[config.mk]
export PLATFORM = sky130hd
export DESIGN_NAME = srt_front
export DESIGN_NICKNAME = d
export VERILOG_FILES = /design/src/design/srt_pkg.sv /design/src/design/srt_front.sv
export SDC_FILE = /design/constraint.sdc
export NUM_CORES = 1
export LEC_CHECK = 0
export BUFFER_PORTS_ARGS = -buffer_cell sky130_fd_sc_hd__buf_2
export CAP_MARGIN = 25
export CORE_AREA = 2 2 125 127
export DETAILED_ROUTE_END_ITERATION = 8
export DIE_AREA = 0 0 127 129
export GPL_TIMING_DRIVEN = 0
export MAX_ROUTING_LAYER = met4
export PLACE_DENSITY = 0.68
export SYNTH_ARGS = -nofsm -noshare
export SYNTH_HDL_FRONTEND = slang
export SYNTH_SLANG_ARGS = --single-unit
[constraint.sdc]
create_clock -name aclk -period 4.4 [get_ports aclk]
set_clock_uncertainty 0.05 [all_clocks]
set_input_delay 0.22 -clock aclk [delete_from_list [all_inputs] [get_ports aclk]]
set_output_delay 0.22 -clock aclk [all_outputs]
set_load 0.005 [all_outputs]
[src/design/srt_pkg.sv]
`default_nettype none
package srt_pkg;
    localparam int Capacity = 64;
    localparam int AddrW = $clog2(Capacity);
    localparam int CountW = $clog2(Capacity + 1);
    localparam int QueueDepth = 2;

    localparam logic OP_INSERT = 1'b0;
    localparam logic OP_REMOVE = 1'b1;

    localparam logic [1:0] ST_INSERTED = 2'd0;
    localparam logic [1:0] ST_FULL = 2'd1;
    localparam logic [1:0] ST_REMOVED = 2'd2;
    localparam logic [1:0] ST_NOT_FOUND = 2'd3;

    // one table entry: name key and packed date
    typedef struct packed {
        logic [63:0] name_key;
        logic [11:0] birth_year;
        logic [3:0]  birth_month;
        logic [4:0]  birth_day;
    } rec_t;

    // command word passed from front to back
    typedef struct packed {
        logic operation;
        rec_t rec;
    } cmd_t;

    typedef enum logic [2:0] {
        S_IDLE, S_SCAN, S_SHIFT_UP, S_SHIFT_DOWN, S_WRITE, S_DONE
    } state_t;
endpackage
`default_nettype wire

[src/design/srt_front.sv]
`default_nettype none
// Input stage: registers words from the input channel into a short queue.
module srt_front (
    input  wire logic          aclk,
    input  wire logic          aresetn,
    input  wire logic          s_valid,
    output logic               s_ready,
    input  wire srt_pkg::cmd_t s_cmd,
    output logic               q_valid,
    input  wire logic          q_ready,
    output srt_pkg::cmd_t      q_cmd
);
    localparam int PtrW = $clog2(srt_pkg::QueueDepth);

    srt_pkg::cmd_t         mem_reg [srt_pkg::QueueDepth];
    logic [PtrW-1:0]       wr_ptr_reg, rd_ptr_reg;
    logic [PtrW:0]         fill_reg;
    logic                  push, pop;

    assign s_ready = (fill_reg != PtrW'(0) + (PtrW+1)'(srt_pkg::QueueDepth));
    assign q_valid = (fill_reg != '0);
    assign q_cmd = mem_reg[rd_ptr_reg];
    assign push = s_valid && s_ready;
    assign pop = q_valid && q_ready;

    // queue storage
    always_ff @(posedge aclk) begin
        if (push) begin
            mem_reg[wr_ptr_reg] <= s_cmd;
        end
    end

    // pointers and fill level
    always_ff @(posedge aclk) begin
        if (!aresetn) begin
            wr_ptr_reg <= '0;
            rd_ptr_reg <= '0;
            fill_reg <= '0;
        end else begin
            if (push) wr_ptr_reg <= wr_ptr_reg + PtrW'(1);
            if (pop) rd_ptr_reg <= rd_ptr_reg + PtrW'(1);
            fill_reg <= fill_reg + (PtrW+1)'(push) - (PtrW+1)'(pop);
        end
    end

    no_overflow: assert property (@(posedge aclk) disable iff (!aresetn)
        fill_reg <= (PtrW+1)'(srt_pkg::QueueDepth)) else $error("queue overflow");
    pop_needs_data: assert property (@(posedge aclk) disable iff (!aresetn)
        (fill_reg == '0) |-> !pop) else $error("pop from empty queue");
    fill_tracks: assert property (@(posedge aclk) disable iff (!aresetn)
        (push && !pop) |=> (fill_reg == $past(fill_reg) + 1'b1))
        else $error("fill level slip");
endmodule
`default_nettype wire

* Word-level counts from Yosys, hierarchy flattened
Memory sizes are Yosys's and may differ from the RTL's. A register that Yosys moved wholly into a read port is not among the register bits. Index checks and enable logic that the tools add are counted.
Operators by class: add/sub/neg operators 4, reductions and logical operators 3, $mul 0, order comparisons 0, bitwise logic cells 0, muxes and demuxes 4, eq/ne operators 1, divide/modulo/power cells 0, shift-type cells 0
Operators with widths (number):
- $mux 1 | 4
- $add 1x1->1 const B | 2
- $add 2x1->2 | 1
- $logic_and 1x1->1 | 2
- $ne 2x2->1 const B | 1
- $reduce_bool 2->1 | 1
- $sub 2x1->2 | 1
Word-level totals: memory bits (read-only) 0, memories 1, bits in latches 0, bits in writable memories 172, output and inout port bits 88, bits in registers 4, input bits 90
Memory list:
- mem_reg | depth 2, width 86, rd ports 1, clocked after memory_dff 1, write ports 1, line srt_front.sv:15 | srt_pkg::cmd_t mem_reg [srt_pkg::QueueDepth];

* Longest topological paths before layout
depth after elaboration 4, mapped depth 6

* Least setup slack after synthesis
Ideal clock, no wire load.
kind reg-to-reg, start point register fill_reg[0], end point memory mem_reg[1][0] (netlist bit) (enable), stages on the path, launching flop included 3, slack 1.233 ns, arrival 2.663 ns, setup time 0.454 ns, path buffers 0, path through dfxtp_1 nand2b_1 and3_1
Between the ends: word-level cells in the longest chain between the ends 4
Ends and longest elaborated chain:
- from (decl) | line srt_front.sv:17 | logic [PtrW:0] fill_reg;
- from (signal assigned) | line srt_front.sv:42 | fill_reg <= fill_reg + (PtrW+1)'(push) - (PtrW+1)'(pop);
- $ne 2x2->1 | line srt_front.sv:20 | assign s_ready = (fill_reg != PtrW'(0) + (PtrW+1)'(srt_pkg::QueueDepth));
- net s_ready | line srt_front.sv:7 | output logic s_ready,
- $logic_and 1x1->1 | line srt_front.sv:23 | assign push = s_valid && s_ready;
- $mux 1 | line srt_front.sv:28 | if (push) begin
- $mux 1 (not written as such) | line srt_front.sv:29 | mem_reg[wr_ptr_reg] <= s_cmd;
- to (decl) | line srt_front.sv:15
The timed path passes the listed nets, and every way through them passes these cells.

* Worst setup path in the final report
start point register fill_reg[0], end point memory mem_reg[0][36] (netlist bit) (enable)
Between the ends: word-level cells in the longest chain between the ends 4
Ends and longest elaborated chain (line):
- $ne 2x2->1 | srt_front.sv:20
- $logic_and 1x1->1 | srt_front.sv:23
- $mux 1 | srt_front.sv:28
- $mux 1 (not written as such) | srt_front.sv:29
Every way passes these cells.

==> metrics.txt <==
share of cells above drive strength 1 51.3%; sequential fraction of the synthesis area just under 80%; Vias 3657; Setup CP Type reg2reg; Die W 127 microns; Worst Hold Depth 2; ranking of synthesized cells by area edfxtp_1, mux2_4, mux2_2, dfxtp_1, buf_12; vias in the first global route 3882; Final Instance Count excl. Fillers roughly 800; post-synth cell types 26; Int Pwr around 0.0034 W; Post-DP Area roughly 7800 sq um; first-pass GRT wire length 19100 microns; max_slew headroom 56.9%; detailed placement HPWL 7630 microns; Pre-Repair DR Iteration Count 4; leakage power 3.58 nW; number of synthesized flops with an enable pin 172; fraction of registers with async set/reset 0%; Core ar. 15000 sq um; initial drt markers 207; Initial Utilization 44.6%; final antenna-violating net count 0; Port Buffers roughly 180; Sequential Power Share 46.6%; VDD IR max around 0.31 mV; top-area cell type share of the netlist area 77.4%; min Tclk post-route 1990 ps; fmax 502 MHz; Sinks on Clock Net 177; initial antenna violation count 0; I/O pin cnt 178; pin count of the biggest net entering global routing 48; max reg flops 172; H-tree Lvls 4; Layout area overhead 38.8%; pwr/cell area between 400 and 500 nW/um^2; ant diodes 0; Worst Hold Class in2reg; P_sw between 0.001 and 0.0015 W; critical path peak fanout 47; clk_lat worst skew slightly above 400 ps; post-synth top area cell edfxtp_1; TritonCTS clock tree yes; All-Layer GR Usage around 16%; Worst-path clk slew about 60 ps; Critical Path AT 2040 ps; DR WL/cell approximately 16 microns; status finished clean; Worst Tran Pin Value 646 ps; Mapped Area 6670 sq um; Residual DRC 0; final WL ~12000 microns; MaxCap Viol Count 0; placed insts 664; FF+latch count, synth about 180; fin. max-slew vios 0; Final period util approximately 45%; die height 129 microns; filler instances 1121; Final setup viols 0; Commonest cells post-synth edfxtp_1, mux2_2, mux2_4; Crit. End Element register; RSZ-0062 raised after global routing false; multi-input logic area 1280 sq um; clock power share 31.3%; Startpoint Class register; power share of the combinational group 22.1%; Worst Reg-to-Reg Cells 4; top-count cell post-synth edfxtp_1; RePlAce Congestion ~0.70; final-stage net count roughly 670; Root Driver clkbuf_16; WP data required 4450 ps; Synth Flop Type edfxtp_1; Post-Layout Inst Area between 9000 and 10000 sq um; Setup TNS Final 0 ps; num rows 45; die area ~16000 sq um; register area ~5300 sq um; WHS 30.5 ps; sw frac a little under a quarter; syn_area_per_cell 22.5 sq um; Final Hold Fails 0; Inserted Clock Buffers 17; post-CTS sizing 0; synthesized instance count 297; Synth warnings 0; Syn Nets 388; Vias/cell between 4 and 5; clock tree buffer depth 2; total congestion overflow 0
## critical path, cell delays in order, from the launching register on
cell and delay [ps]:
dfxtp_1 440, nand2b_1 200, nand3b_1 150, inv_4 490
buf_12 330
## power by group through the flow
stage	Clock, W	Combinational, W	Sequential, W
6_report	0.00141	0.000994	0.00209
3_5_place_dp	0	0.000945	0.00213
2_1_floorplan	0	0.000589	0.00213
4_1_cts	0.00145	0.00101	0.00210
3_3_place_gp	0	0.000918	0.00214
5_1_grt	0.00151	0.00108	0.00211
## area by class of cell
type / count / share of cell area (%)
clock buffers: 19 / 4.67
multi-input cells: 109 / 13.8
clock inverters: 13 / 1.30
inverters: 1 / 0.0675
repair buffers: 265 / 19.4
flip-flops and latches: 177 / 56.8
plain buffers: 10 / 1.36
well taps: 188 / 2.54
## per-stage QoR
stage | utilization, % | power [W] | worst slack [ps]
global placement | 52.0 | 0.00306 | 142
finish | 61.8 | 0.00450 | 2410
detailed placement | 52.4 | 0.00308 | 2370
CTS | 61.8 | 0.00455 | 2350
floorplan | - | 0.00272 | 1230
global route | 61.8 | 0.00470 | 2220
## worst paths after layout
kind,from,end,slack (ps)
max,fill_reg[0],mem_reg[0][36],2410
min,aresetn,fill_reg[0],30
max reg2reg,fill_reg[0],mem_reg[0][36],2410
min reg2reg,rd_ptr_reg,rd_ptr_reg,540
## layout by cell type (no fill, tap or decap), types with 3 or more instances in the layout
cell type and instances:
buf_12 5, mux2_4 40, mux2_2 46, dlygate4sd3_1 86
dfxtp_1 5, buf_2 181, edfxtp_1 172, clkinv_1 5
clkinvlp_4 3, clkbuf_16 17, and2_1 3
## layer usage
| metal | routed length (microns) | GRT usage [%] | vias up | share of wire (%) |
|---|---|---|---|---|
| li1 | - | - | 1744 | - |
| met1 | 5160 | 18.1 | 1767 | 42 |
| met2 | 6350 | 26.9 | 134 | 51 |
| met3 | 793 | 5.61 | 12 | 6.4 |
| met4 | 100 | 4.91 | 0 | 0.81 |
| met5 | 0 | - | - | 0 |
## logic make-up after synthesis
| logic type | share of synthesized area (%) |
|---|---|
| AOI/OAI and AO/OA | 0.806 |
| muxes | 16.9 |
| DFF | 78.9 |
| buffers and inverters | 1.95 |
| adders and majority gates | 0.187 |
| xor gates and xnor gates | 0.131 |
| and+or+nand+nor | 1.11 |
## repair_timing
action / in CTS / in global routing
hold buffers: 86 / 0
hold endpoints to repair: 172 / 0
setup buffers: 0 / 0
(Power assumes the default switching activity.)
